## src/sv/alpha_mask_span_extractor_unit_defines.svh

```systemverilog
// ----------------------------------------------------------------------------
// Alpha mask span extractor: assertion macros
// Concurrent check wrappers, compiled out for synthesis.
// ----------------------------------------------------------------------------
`ifndef ALPHA_MASK_SPAN_EXTRACTOR_UNIT_DEFINES_SVH
`define ALPHA_MASK_SPAN_EXTRACTOR_UNIT_DEFINES_SVH

`ifndef SYNTHESIS
// property that must hold at every edge outside reset
`define AMSE_ASSERT(lbl, clk, rstn, prop) \
  lbl: assert property (@(posedge clk) disable iff (!rstn) (prop)) \
    else $error("amse check failed");
// implication, consequent checked in the next cycle
`define AMSE_ASSERT_NEXT(lbl, clk, rstn, ante, cons) \
  lbl: assert property (@(posedge clk) disable iff (!rstn) (ante) |=> (cons)) \
    else $error("amse check failed");
`else
`define AMSE_ASSERT(lbl, clk, rstn, prop)
`define AMSE_ASSERT_NEXT(lbl, clk, rstn, ante, cons)
`endif

`endif

```

## src/sv/amse_pkg.sv

```systemverilog
// ----------------------------------------------------------------------------
// Alpha mask span extractor package
// Widths, register indexes, result word type and small helpers.
// ----------------------------------------------------------------------------
package amse_pkg;

  localparam int DimW   = 13;
  localparam int CntW   = 16;
  localparam int PixW   = 32;
  localparam int CfgIdxW = 2;
  localparam int CfgDatW = 16;

  localparam logic [DimW-1:0] MaxDim = 13'd4096;

  // register indexes
  localparam logic [CfgIdxW-1:0] RegAlphaThreshold = 2'd0;
  localparam logic [CfgIdxW-1:0] RegImageWidth     = 2'd1;
  localparam logic [CfgIdxW-1:0] RegImageHeight    = 2'd2;
  localparam logic [CfgIdxW-1:0] RegBatchLimit     = 2'd3;

  // register reset values
  localparam logic [7:0]      ThresholdRst = 8'd32;
  localparam logic [DimW-1:0] WidthRst     = 13'd800;
  localparam logic [DimW-1:0] HeightRst    = 13'd600;
  localparam logic [CntW-1:0] LimitRst     = 16'd2000;

  // result kinds
  localparam logic KindSpan  = 1'b0;
  localparam logic KindBatch = 1'b1;

  typedef struct packed {
    logic            kind;
    logic [DimW-1:0] left;
    logic [DimW-1:0] top;
    logic [DimW-1:0] right;
    logic [DimW-1:0] bottom;
    logic [CntW-1:0] span_count;
    logic            last;
  } amse_result_t;

  // zero acts as one, oversize saturates
  function automatic logic [DimW-1:0] clamp_dim(input logic [DimW-1:0] v);
    logic [DimW-1:0] r;
    if (v == '0) begin
      r = 13'd1;
    end else if (v > MaxDim) begin
      r = MaxDim;
    end else begin
      r = v;
    end
    return r;
  endfunction

endpackage

```

## src/sv/amse_if.sv

```systemverilog
// ----------------------------------------------------------------------------
// Alpha mask span extractor channels
// Valid/ready interfaces for pixels, results and register writes.
// ----------------------------------------------------------------------------
interface amse_pixel_if import amse_pkg::*; ();
  logic            valid;
  logic            ready;
  logic [PixW-1:0] pixel;

  modport source (output valid, output pixel, input ready);
  modport sink (input valid, input pixel, output ready);
endinterface

interface amse_result_if import amse_pkg::*; ();
  logic            valid;
  logic            ready;
  logic            kind;
  logic [DimW-1:0] left;
  logic [DimW-1:0] top;
  logic [DimW-1:0] right;
  logic [DimW-1:0] bottom;
  logic [CntW-1:0] span_count;
  logic            last;

  modport source (output valid, output kind, output left, output top, output right,
                  output bottom, output span_count, output last, input ready);
  modport sink (input valid, input kind, input left, input top, input right,
                input bottom, input span_count, input last, output ready);
endinterface

interface amse_cfg_if import amse_pkg::*; ();
  logic               valid;
  logic               ready;
  logic [CfgIdxW-1:0] index;
  logic [CfgDatW-1:0] data;

  modport source (output valid, output index, output data, input ready);
  modport sink (input valid, input index, input data, output ready);
endinterface

```

## src/sv/alpha_mask_span_extractor_unit.sv

```systemverilog
// ----------------------------------------------------------------------------
// Alpha mask span extractor
// Turns a raster pixel stream into opaque run spans and batch bounding boxes.
// ----------------------------------------------------------------------------
// Usage:
//  pix_i  : one 32-bit pixel word per handshake, raster order, alpha in 31:24.
//  res_o  : result words; kind selects span rectangle or batch record, last
//           marks the final word caused by one pixel (up to three words).
//  cfg_i  : register writes (threshold, width, height, batch limit); always
//           ready, write only while the block is idle.
// Timing: a pixel's result words are written to a four-word result queue
//  when the pixel is taken. Span, limit and end-of-image records for one
//  pixel are all worked out together, combinationally, before that write.
// Throughput: one pixel per cycle while the queue holds at most one word;
//  the output drains one word per cycle while the receiver is ready, so
//  pixels producing two or three words hold off the next pixel. The
//  one-word ready threshold and the one-word-per-cycle drain set this figure.
// Reset: registers return to 32/800/600/2000, position, run and batch state
//  clear, the result queue empties.
// Receiver stall: words wait in the queue; once more than one is waiting,
//  pix_i.ready drops until the receiver takes them.
// ----------------------------------------------------------------------------
`include "alpha_mask_span_extractor_unit_defines.svh"

module alpha_mask_span_extractor_unit import amse_pkg::*; (
  input  logic clk_i,
  input  logic rst_ni,
  amse_cfg_if.sink      cfg_i,
  amse_pixel_if.sink    pix_i,
  amse_result_if.source res_o
);

  localparam int FifoDepth = 4;
  localparam int PtrW      = $clog2(FifoDepth);
  localparam int FcntW     = PtrW + 1;

  // ---------------------------------------------------------------- registers
  logic [7:0]      thr_q;
  logic [DimW-1:0] width_q, height_q;
  logic [CntW-1:0] limit_q;

  assign cfg_i.ready = 1'b1;

  always_ff @(posedge clk_i or negedge rst_ni) begin
    if (!rst_ni) begin
      thr_q    <= ThresholdRst;
      width_q  <= WidthRst;
      height_q <= HeightRst;
      limit_q  <= LimitRst;
    end else if (cfg_i.valid) begin
      case (cfg_i.index)
        RegAlphaThreshold: thr_q    <= cfg_i.data[7:0];
        RegImageWidth:     width_q  <= cfg_i.data[DimW-1:0];
        RegImageHeight:    height_q <= cfg_i.data[DimW-1:0];
        RegBatchLimit:     limit_q  <= cfg_i.data;
        default: ;
      endcase
    end
  end

  // ---------------------------------------------------------------- scan state
  logic [DimW-1:0] column_q, column_d, row_q, row_d;
  logic            run_open_q, run_open_d;
  logic [DimW-1:0] run_start_q, run_start_d;
  logic [CntW-1:0] batch_spans_q, batch_spans_d;
  logic [DimW-1:0] box_left_q, box_left_d, box_top_q, box_top_d;
  logic [DimW-1:0] box_right_q, box_right_d, box_bottom_q, box_bottom_d;

  // result queue
  amse_result_t    res_q [FifoDepth];
  logic [PtrW-1:0] wr_ptr_q, rd_ptr_q;
  logic [FcntW-1:0] fifo_cnt_q;

  logic acc, pop;
  assign pix_i.ready = (fifo_cnt_q <= FcntW'(1));
  assign acc = pix_i.valid && pix_i.ready;
  assign pop = res_o.valid && res_o.ready;

  // ---------------------------------------------------------------- per-pixel logic
  logic [DimW-1:0] w, h;
  logic            opaque, row_end, last_row, fin, have_span, hit;
  logic [DimW:0]   col_inc, row_inc;
  logic [DimW-1:0] x0, x1;
  logic            open_eff;
  logic [CntW-1:0] lim, cnt_inc;
  // box/count after the span, then after any limit record
  logic [DimW-1:0] b_left, b_top, b_right, b_bottom;
  logic [CntW-1:0] b_cnt;
  logic [DimW-1:0] p_left, p_top, p_right, p_bottom;
  logic [CntW-1:0] p_cnt;
  amse_result_t    cand [3];
  logic [2:0]      cand_vld;
  amse_result_t    list [3];
  logic [1:0]      n_res;

  always_comb begin
    w        = clamp_dim(width_q);
    h        = clamp_dim(height_q);
    opaque   = pix_i.pixel[31:24] >= thr_q;
    col_inc  = {1'b0, column_q} + 14'd1;
    row_inc  = {1'b0, row_q} + 14'd1;
    row_end  = col_inc >= {1'b0, w};
    last_row = row_inc >= {1'b0, h};
    fin      = row_end && last_row;

    open_eff  = run_open_q || opaque;
    x0        = run_open_q ? run_start_q : column_q;
    x1        = opaque ? col_inc[DimW-1:0] : column_q;
    have_span = open_eff && (!opaque || row_end);

    lim     = (limit_q == '0) ? 16'd1 : limit_q;
    cnt_inc = batch_spans_q + 16'd1;
    hit     = have_span && (cnt_inc >= lim);

    if (have_span) begin
      b_left   = (x0 < box_left_q) ? x0 : box_left_q;
      b_top    = (row_q < box_top_q) ? row_q : box_top_q;
      b_right  = (x1 > box_right_q) ? x1 : box_right_q;
      b_bottom = (row_inc[DimW-1:0] > box_bottom_q) ? row_inc[DimW-1:0] : box_bottom_q;
      b_cnt    = cnt_inc;
    end else begin
      b_left   = box_left_q;
      b_top    = box_top_q;
      b_right  = box_right_q;
      b_bottom = box_bottom_q;
      b_cnt    = batch_spans_q;
    end

    if (hit) begin
      p_left   = MaxDim;
      p_top    = MaxDim;
      p_right  = '0;
      p_bottom = '0;
      p_cnt    = '0;
    end else begin
      p_left   = b_left;
      p_top    = b_top;
      p_right  = b_right;
      p_bottom = b_bottom;
      p_cnt    = b_cnt;
    end

    cand[0] = '{kind: KindSpan, left: x0, top: row_q, right: x1,
                bottom: row_inc[DimW-1:0], span_count: '0, last: !hit && !fin};
    cand[1] = '{kind: KindBatch, left: b_left, top: b_top, right: b_right,
                bottom: b_bottom, span_count: b_cnt, last: !fin};
    cand[2] = '{kind: KindBatch, left: p_left, top: p_top, right: p_right,
                bottom: p_bottom, span_count: p_cnt, last: 1'b1};
    cand_vld = {fin, hit, have_span};

    // pack the valid candidates in order
    n_res = '0;
    list  = cand;
    for (int k = 0; k < 3; k++) begin
      if (cand_vld[k]) begin
        list[n_res] = cand[k];
        n_res       = n_res + 2'd1;
      end
    end

    // next state
    if (fin) begin
      box_left_d    = MaxDim;
      box_top_d     = MaxDim;
      box_right_d   = '0;
      box_bottom_d  = '0;
      batch_spans_d = '0;
    end else begin
      box_left_d    = p_left;
      box_top_d     = p_top;
      box_right_d   = p_right;
      box_bottom_d  = p_bottom;
      batch_spans_d = p_cnt;
    end

    run_open_d  = open_eff && !have_span;
    run_start_d = (opaque && !run_open_q) ? column_q : run_start_q;
    if (row_end) begin
      column_d = '0;
      if (last_row) begin
        row_d       = '0;
        run_open_d  = 1'b0;
        run_start_d = '0;
      end else begin
        row_d = row_inc[DimW-1:0];
      end
    end else begin
      column_d = col_inc[DimW-1:0];
      row_d    = row_q;
    end
  end

  always_ff @(posedge clk_i or negedge rst_ni) begin
    if (!rst_ni) begin
      column_q      <= '0;
      row_q         <= '0;
      run_open_q    <= 1'b0;
      run_start_q   <= '0;
      batch_spans_q <= '0;
      box_left_q    <= MaxDim;
      box_top_q     <= MaxDim;
      box_right_q   <= '0;
      box_bottom_q  <= '0;
    end else if (acc) begin
      column_q      <= column_d;
      row_q         <= row_d;
      run_open_q    <= run_open_d;
      run_start_q   <= run_start_d;
      batch_spans_q <= batch_spans_d;
      box_left_q    <= box_left_d;
      box_top_q     <= box_top_d;
      box_right_q   <= box_right_d;
      box_bottom_q  <= box_bottom_d;
    end
  end

  // ---------------------------------------------------------------- result queue
  always_ff @(posedge clk_i) begin
    if (acc) begin
      for (int k = 0; k < 3; k++) begin
        if (2'(k) < n_res) begin
          res_q[wr_ptr_q + PtrW'(k)] <= list[k];
        end
      end
    end
  end

  always_ff @(posedge clk_i or negedge rst_ni) begin
    if (!rst_ni) begin
      wr_ptr_q   <= '0;
      rd_ptr_q   <= '0;
      fifo_cnt_q <= '0;
    end else begin
      if (acc) begin
        wr_ptr_q <= wr_ptr_q + PtrW'(n_res);
      end
      if (pop) begin
        rd_ptr_q <= rd_ptr_q + PtrW'(1);
      end
      fifo_cnt_q <= fifo_cnt_q + (acc ? FcntW'(n_res) : FcntW'(0)) - FcntW'(pop);
    end
  end

  amse_result_t head;
  assign head             = res_q[rd_ptr_q];
  assign res_o.valid      = (fifo_cnt_q != '0);
  assign res_o.kind       = head.kind;
  assign res_o.left       = head.left;
  assign res_o.top        = head.top;
  assign res_o.right      = head.right;
  assign res_o.bottom     = head.bottom;
  assign res_o.span_count = head.span_count;
  assign res_o.last       = head.last;

  // ---------------------------------------------------------------- checks
  `AMSE_ASSERT(a_fifo_bound, clk_i, rst_ni, fifo_cnt_q <= FcntW'(FifoDepth))
  `AMSE_ASSERT(a_run_before_col, clk_i, rst_ni, !run_open_q || (run_start_q < column_q))
  `AMSE_ASSERT(a_empty_box, clk_i, rst_ni, (batch_spans_q != '0) || (box_left_q == MaxDim))
  `AMSE_ASSERT_NEXT(a_image_wrap, clk_i, rst_ni, acc && fin, ({row_q, column_q, batch_spans_q} == '0))

endmodule
```

## src/flat_wrapper.sv

```systemverilog
// flat-port wrapper written by rule: the top's interface ports become plain ports
module alpha_mask_span_extractor_unit_flat import amse_pkg::*;
  (clk_i, rst_ni, cfg_i_valid, cfg_i_index, cfg_i_data, cfg_i_ready, pix_i_valid, pix_i_pixel, pix_i_ready, res_o_valid, res_o_kind, res_o_left, res_o_top, res_o_right, res_o_bottom, res_o_span_count, res_o_last, res_o_ready);
  amse_cfg_if cfg_i_i ();
  amse_pixel_if pix_i_i ();
  amse_result_if res_o_i ();
  input  logic clk_i;
  input  logic rst_ni;
  input wire logic [$bits(cfg_i_i.valid)-1:0] cfg_i_valid;
  input wire logic [$bits(cfg_i_i.index)-1:0] cfg_i_index;
  input wire logic [$bits(cfg_i_i.data)-1:0] cfg_i_data;
  output wire logic [$bits(cfg_i_i.ready)-1:0] cfg_i_ready;
  input wire logic [$bits(pix_i_i.valid)-1:0] pix_i_valid;
  input wire logic [$bits(pix_i_i.pixel)-1:0] pix_i_pixel;
  output wire logic [$bits(pix_i_i.ready)-1:0] pix_i_ready;
  output wire logic [$bits(res_o_i.valid)-1:0] res_o_valid;
  output wire logic [$bits(res_o_i.kind)-1:0] res_o_kind;
  output wire logic [$bits(res_o_i.left)-1:0] res_o_left;
  output wire logic [$bits(res_o_i.top)-1:0] res_o_top;
  output wire logic [$bits(res_o_i.right)-1:0] res_o_right;
  output wire logic [$bits(res_o_i.bottom)-1:0] res_o_bottom;
  output wire logic [$bits(res_o_i.span_count)-1:0] res_o_span_count;
  output wire logic [$bits(res_o_i.last)-1:0] res_o_last;
  input wire logic [$bits(res_o_i.ready)-1:0] res_o_ready;
  assign cfg_i_i.valid = cfg_i_valid;
  assign cfg_i_i.index = cfg_i_index;
  assign cfg_i_i.data = cfg_i_data;
  assign cfg_i_ready = cfg_i_i.ready;
  assign pix_i_i.valid = pix_i_valid;
  assign pix_i_i.pixel = pix_i_pixel;
  assign pix_i_ready = pix_i_i.ready;
  assign res_o_valid = res_o_i.valid;
  assign res_o_kind = res_o_i.kind;
  assign res_o_left = res_o_i.left;
  assign res_o_top = res_o_i.top;
  assign res_o_right = res_o_i.right;
  assign res_o_bottom = res_o_i.bottom;
  assign res_o_span_count = res_o_i.span_count;
  assign res_o_last = res_o_i.last;
  assign res_o_i.ready = res_o_ready;
  alpha_mask_span_extractor_unit u_core (.clk_i(clk_i), .rst_ni(rst_ni), .cfg_i(cfg_i_i), .pix_i(pix_i_i), .res_o(res_o_i));
endmodule
```

## config.mk

```make
export PLATFORM = sky130hd
export DESIGN_NAME = alpha_mask_span_extractor_unit_flat
export DESIGN_NICKNAME = d
export VERILOG_FILES = /design/src/sv/amse_pkg.sv /design/src/sv/amse_if.sv /design/src/sv/alpha_mask_span_extractor_unit.sv /design/src/flat_wrapper.sv
export VERILOG_INCLUDE_DIRS = /design/src /design/src/sv
export SDC_FILE = /design/constraint.sdc
export NUM_CORES = 1
export LEC_CHECK = 0
export ABC_AREA = 0
export BUFFER_PORTS_ARGS = -buffer_cell sky130_fd_sc_hd__buf_2
export CORE_ASPECT_RATIO = 1.5
export CORE_MARGIN = 4
export CORE_UTILIZATION = 50
export DETAILED_ROUTE_END_ITERATION = 12
export GPL_TIMING_DRIVEN = 0
export PLACE_DENSITY = 0.67
export SLEW_MARGIN = 10
export SYNTH_ARGS = -nofsm -noshare
export SYNTH_HDL_FRONTEND = slang
export SYNTH_SLANG_ARGS = --single-unit
```

## constraint.sdc

```tcl
create_clock -name clk_i -period 17.5 [get_ports clk_i]
set_input_delay 5.25 -clock clk_i [delete_from_list [all_inputs] [get_ports clk_i]]
set_output_delay 5.25 -clock clk_i [all_outputs]
set_load 0.005 [all_outputs]
```

---- Word-level counts from Yosys, hierarchy flattened ----
Memories as Yosys holds them, arrays and structs flattened.
Index checks and enable logic that the tools add are counted.
word-level totals
  output and inout port bits .............. 73
  flip-flop bits (word level) ............. 165
  word-level logic and storage cells ...... 132
  memories ................................ 1
  memory bits (writable) .................. 280
cells by class
  magnitude comparators ................... 18
  bitwise logic cells ..................... 2
  eq/ne operators ......................... 3
  reductions and logical operators ........ 27
  add/subtract/negate cells ............... 11
  mux-type cells .......................... 54
memory list
  memory        words  width  rd ports  clocked after Yosys merged registers in  wr ports  line                                  source
  u_core.res_q  4      70     1         0                                        3         alpha_mask_span_extractor_unit.sv:70  amse_result_t res_q [FifoDepth];
operator list
  operator                                                count
  bitwise mux 210 bit                                     2
  two-way mux 210 bit                                     2
  two-way mux 13 bit                                      27
  demux 70 bit (select 2 bit)                             2
  two-way mux 70 bit                                      2
  two-way mux 16 bit                                      4
  adder 13 x 1 -> 14 bit (second input constant)          2
  >= comparator 14 x 13 -> 1 bit                          2
  greater-than comparator 13 bit                          2
  greater-than comparator 13 bit (second input constant)  2
  logical NOT 13 bit                                      2
  < comparator 13 bit                                     2
  adder 16 x 1 -> 16 bit (second input constant)          1
  >= comparator 16 bit                                    1
  logical NOT 16 bit                                      1
  two-way mux 1 bit                                       12
  logical AND 1 bit                                       10
  AND reduction 2 bit                                     5
  >= comparator 8 bit                                     1
  adder 2 x 1 -> 2 bit (second input constant)            3
  >= comparator 3 bit (second input constant)             2
  < comparator 3 x 1 -> 1 bit (second input constant)     2
  two-way mux 2 bit                                       3
  logical NOT 1 bit                                       5
  other kinds (15)                                        18

---- Longest topological paths before layout ----
  word-level depth ........................ 16
  gate-level depth with buffers ........... 25

---- Least setup slack after synthesis ----
Ideal clock, no wire load.
  kind .................................... input-to-reg
  start point ............................. in pix_i_pixel[27]
  end point ............................... mem u_core.res_q[3][0] in the netlist's numbering, enable pin
  path slack .............................. 4.014 ns
  stages .................................. 14
  required time ........................... 16.905 ns
  setup time .............................. 0.595 ns
  buffers on the path ..................... 3
  arrival ................................. 12.891 ns
  cell sequence ........................... ha_1 > o21a_1 > a21oi_1 > o31ai_2 > nor2_1 > a31oi_4 > buf_4 > clkbuf_1 > nand2_1 > ha_1 > clkbuf_1 > inv_1 > nand2_1 > o21ai_0
RTL lines
  element      line                                  source
  from (decl)  flat_wrapper.sv:14                    input wire logic [$bits(pix_i_i.pixel)-1:0] pix_i_pixel;
  to (decl)    alpha_mask_span_extractor_unit.sv:70

==> impl_metrics.yaml <==
run_status:
  status: "finished, final reports clean"
grt:
  grt_pass1_wl_um: 102000
  grt_max_degree: 88
  grt_pass1_vias: 17800
  antenna_found_initial: 0
  grt-ovfl-total: 0
  track_usage_pct: 25.7
clock_network:
  clk_pin_slew_ns: 0.06
  insertion_delay_ns: 0.56
  hold_buffers: 0
  cts_sinks: 445
  cts_resized: 0
  htree_levels: 2
  clk_path_buf_depth: 3
  cts-root-buf: "clkbuf_16"
  cts_setup_buffers: 0
  tritoncts: "built"
  cts_buffers: 42
placed_design:
  post-dp-hpwl_um: 47900
  port_buffers: 102
  gp_congestion: 0.896
  dpl_worst_slack_ns: 6.32
synthesis:
  yosysWarnings: 0
  synth_area_leader_cell: "edfxtp_1"
  ys_seq_area_share_pct: 52.9
  yosys.area.top_type_share_pct: 35.5
  synth_area_um2: 23700
  async_reset_ff_share_pct: 37.1
  syn_nets: 2126
  yosys_most_used_dff: "edfxtp_1"
  synthCells: 1960
  synth_edf_count: 280
  ys_types: 77
  synthTopCellsByArea: "edfxtp_1, dfrtp_1, mux4_2"
  syn_area_per_cell_um2: 12.1
  synth-seq-cells: 445
cells_and_area:
  fillers: 3906
  finish.utilization_pct: 57.1
  final_common_cell: "edfxtp_1"
  syn2layout_area_growth_pct: 12.8
  fin_nets: 2285
  layout_common_cells: "edfxtp_1, nand2_1, buf_2"
  diodes: 0
  drive_gt1_share_pct: 18.3
floorplanning:
  core_um2: 46800
  io_pins: 128
  fp.dieW_um: 186
  die_h_um: 275
  start_util_pct: 50.6
  die_area_um2: 51100
  core.rowCount: 97
setup_path:
  crit_path_start_kind: "input pin"
  critPathKind: "in2reg"
  cp_cell_sequence: "buf_2 > ha_1 > o21a_1 > a21oi_1 > o31ai_4 > nor2_1 > a31oi_4 > buf_4 > clkbuf_1 > nand2_1 > ha_1 > clkbuf_1 > nor2b_1 > nand2_1 > a21oi_1 > o21ai_1 > buf_2 > buf_1 > o22ai_1"
  required_ns: 17.74
  cp.buffers_inverters: 6
  crit_path_max_incr_delay_ns: 0.74
  reg2reg_from: "u_core.column_q[0]$_DFFE_PN0P_"
  slowest_stage: "o31ai_4"
  end_kind: "flip-flop"
  crit_start: "pix_i_pixel[27]"
  worstPathArrival_ns: 10.67
  crit_family: "buffers and inverters"
  path_max_fanout: 10
drt:
  drt_iter0_markers: 1748
  ant_nets: 0
  wl_um: 65800
  avgRoutedWirePerCell_um: 24.0
  avgViaCountPerCell: 6.32
  first_pass_iters: 6
  drc: 0
  vias: 17400
sta:
  layout_setup_ws_ns: 7.07
  rsz0062_at_grt: "no"
  worst_pin_slew_ns: 1.09
  slew_viol_final: 0
  slew_headroom_pct: 26.7
  min_period_ns: 10.43
  holdWs_ns: 0.483
  hold_viol: 0
  fin_worst_skew_ns: 0.0140
  setup_viol: 0
  fmax_mhz: 95.9
  period_share_pct: 59.6
hold_path:
  min_from: "u_core.fifo_cnt_q[2]$_DFF_PN0_"
  hp-class: "reg2reg"
pwr:
  cellLeakagePower_uw: 0.0107
  p_per_area_nw_per_um2: 120
  p_total_uw: 3220
  ir_worst_vdd_uv: 87.2
job:
  max-cap-violations: 0
[path summary, 6_finish.rpt]
check | endpoint | depth (start not counted) | slack (ns)
worst max-delay path | u_core.res_q[1][13]$_DFFE_PP_ | 19 | 7.07
worst min-delay path | u_core.fifo_cnt_q[2]$_DFF_PN0_ | 1 | 0.48
worst max register to register | u_core.res_q[1][13]$_DFFE_PP_ | 23 | 9.97
worst min register to register | u_core.fifo_cnt_q[2]$_DFF_PN0_ | 1 | 0.48
max in group asynchronous | u_core.box_top_q[12]$_DFFE_PN1P_ | 2 | 11.86
min in group asynchronous | u_core.thr_q[6]$_DFFE_PN0P_ | 1 | 4.70
[power by group]
| part | switching, uW | leakage (uW) | internal, uW |
|---|---|---|---|
| Clock | 399 | 0.000659 | 527 |
| Sequential | 64.0 | 0.00490 | 1210 |
| Combinational | 599 | 0.00509 | 416 |
[synth_stat cells, types with 4 or more instances]
master	number
edfxtp_1	280
nand2_1	173
dfrtp_1	149
inv_1	122
ha_1	110
a22o_1	107
o21ai_0	90
a21oi_1	89
o2bb2ai_1	83
mux4_2	70
nor2_1	65
clkbuf_1	57
buf_2	52
o22ai_1	52
mux2_2	44
xnor2_1	32
nand3_1	31
xor2_1	29
o21ai_1	26
a32o_1	24
o31ai_1	23
and3_1	20
mux2i_1	17
dfstp_2	16
a21o_1	15
buf_1	15
a211oi_1	14
nand2b_1	12
nor3_1	12
nor4_1	10
nand4_1	9
o21a_1	9
or2_2	7
a22oi_1	6
nor2b_1	6
a21oi_2	5
a2bb2oi_1	5
and2_1	5
buf_4	5
a211o_1	4
a31oi_1	4
o211ai_1	4
[sequential cells by signal, summed over array words and instances (netlist names)]
name                  cells
u_core.row_q             13
u_core.box_top_q         13
u_core.column_q          13
u_core.batch_spans_q     16
u_core.rd_ptr_q           2
u_core.fifo_cnt_q         3
u_core.run_open_q         1
u_core.run_start_q       13
u_core.limit_q           16
u_core.thr_q              8
u_core.box_bottom_q      13
u_core.width_q           13
u_core.res_q            280
u_core.height_q          13
u_core.box_right_q       13
u_core.wr_ptr_q           2
u_core.box_left_q        13
[worst register-to-register path, cell delays in order (launching register included)]
cell      delay, ns
dfrtp_1        0.53
ha_1           0.32
nand3_1        0.26
nor2_1         0.50
nand3_1        0.18
xnor2_1        0.19
ha_1           0.32
and3_1         0.17
nand3_1        0.13
or3_1          0.41
o221a_2        0.36
a31oi_4        0.29
buf_4          0.27
clkbuf_1       0.46
nand2_1        0.15
ha_1           0.30
clkbuf_1       0.49
nor2b_1        0.20
nand2_1        0.16
a21oi_1        0.07
o21ai_1        0.33
buf_2          0.41
buf_1          0.56
o22ai_1        0.18
[through the flow]
| step | instances | setup TNS (ns) | area (um^2) |
|---|---|---|---|
| 5_1_grt | 2747 | 0 | 26800 |
| 6_report | 2747 | 0 | 26800 |
| 3_5_place_dp | 2669 | 0 | 25400 |
| 2_1_floorplan | 1960 | 0 | 23700 |
| 3_3_place_gp | 2656 | -222.97 | 25000 |
| 4_1_cts | 2747 | 0 | 26700 |
[metal layers]
metal	up-vias	part of all wire (%)	GRT usage (%)	wire length, um
met5	-	0	0	0
met4	0	5.3	12.2	3480
met3	182	6.6	3.07	4330
met2	758	52	45.2	34000
met1	8582	37	31.4	24100
li1	7829	-	-	-
[logic make-up (layout without fill, tap and decap cells)]
kind of cell	count (synthesis)	count (layout)	share of synthesized area, %
adders and majority gates	111	111	5.89
other	1	1	0.0158
AOI/OAI and AO/OA	589	589	17.9
and+or+nand+nor	367	367	7.14
buffers and inverters	255	448	4.42
muxes	131	131	9.45
DFF	445	445	52.9
xor gates and xnor gates	61	61	2.25
[final cells by class]
type	instances	area (um^2)	area share, %
plain buffers	130	579	2.17
clock buffers	65	1220	4.56
clock inverters	13	148	0.552
inverters	125	469	1.75
multi-input cells	1260	10200	38.0
flip-flops and latches	445	12600	46.9
well taps	594	743	2.78
repair buffers	115	871	3.25
(Power assumes the default switching activity.)
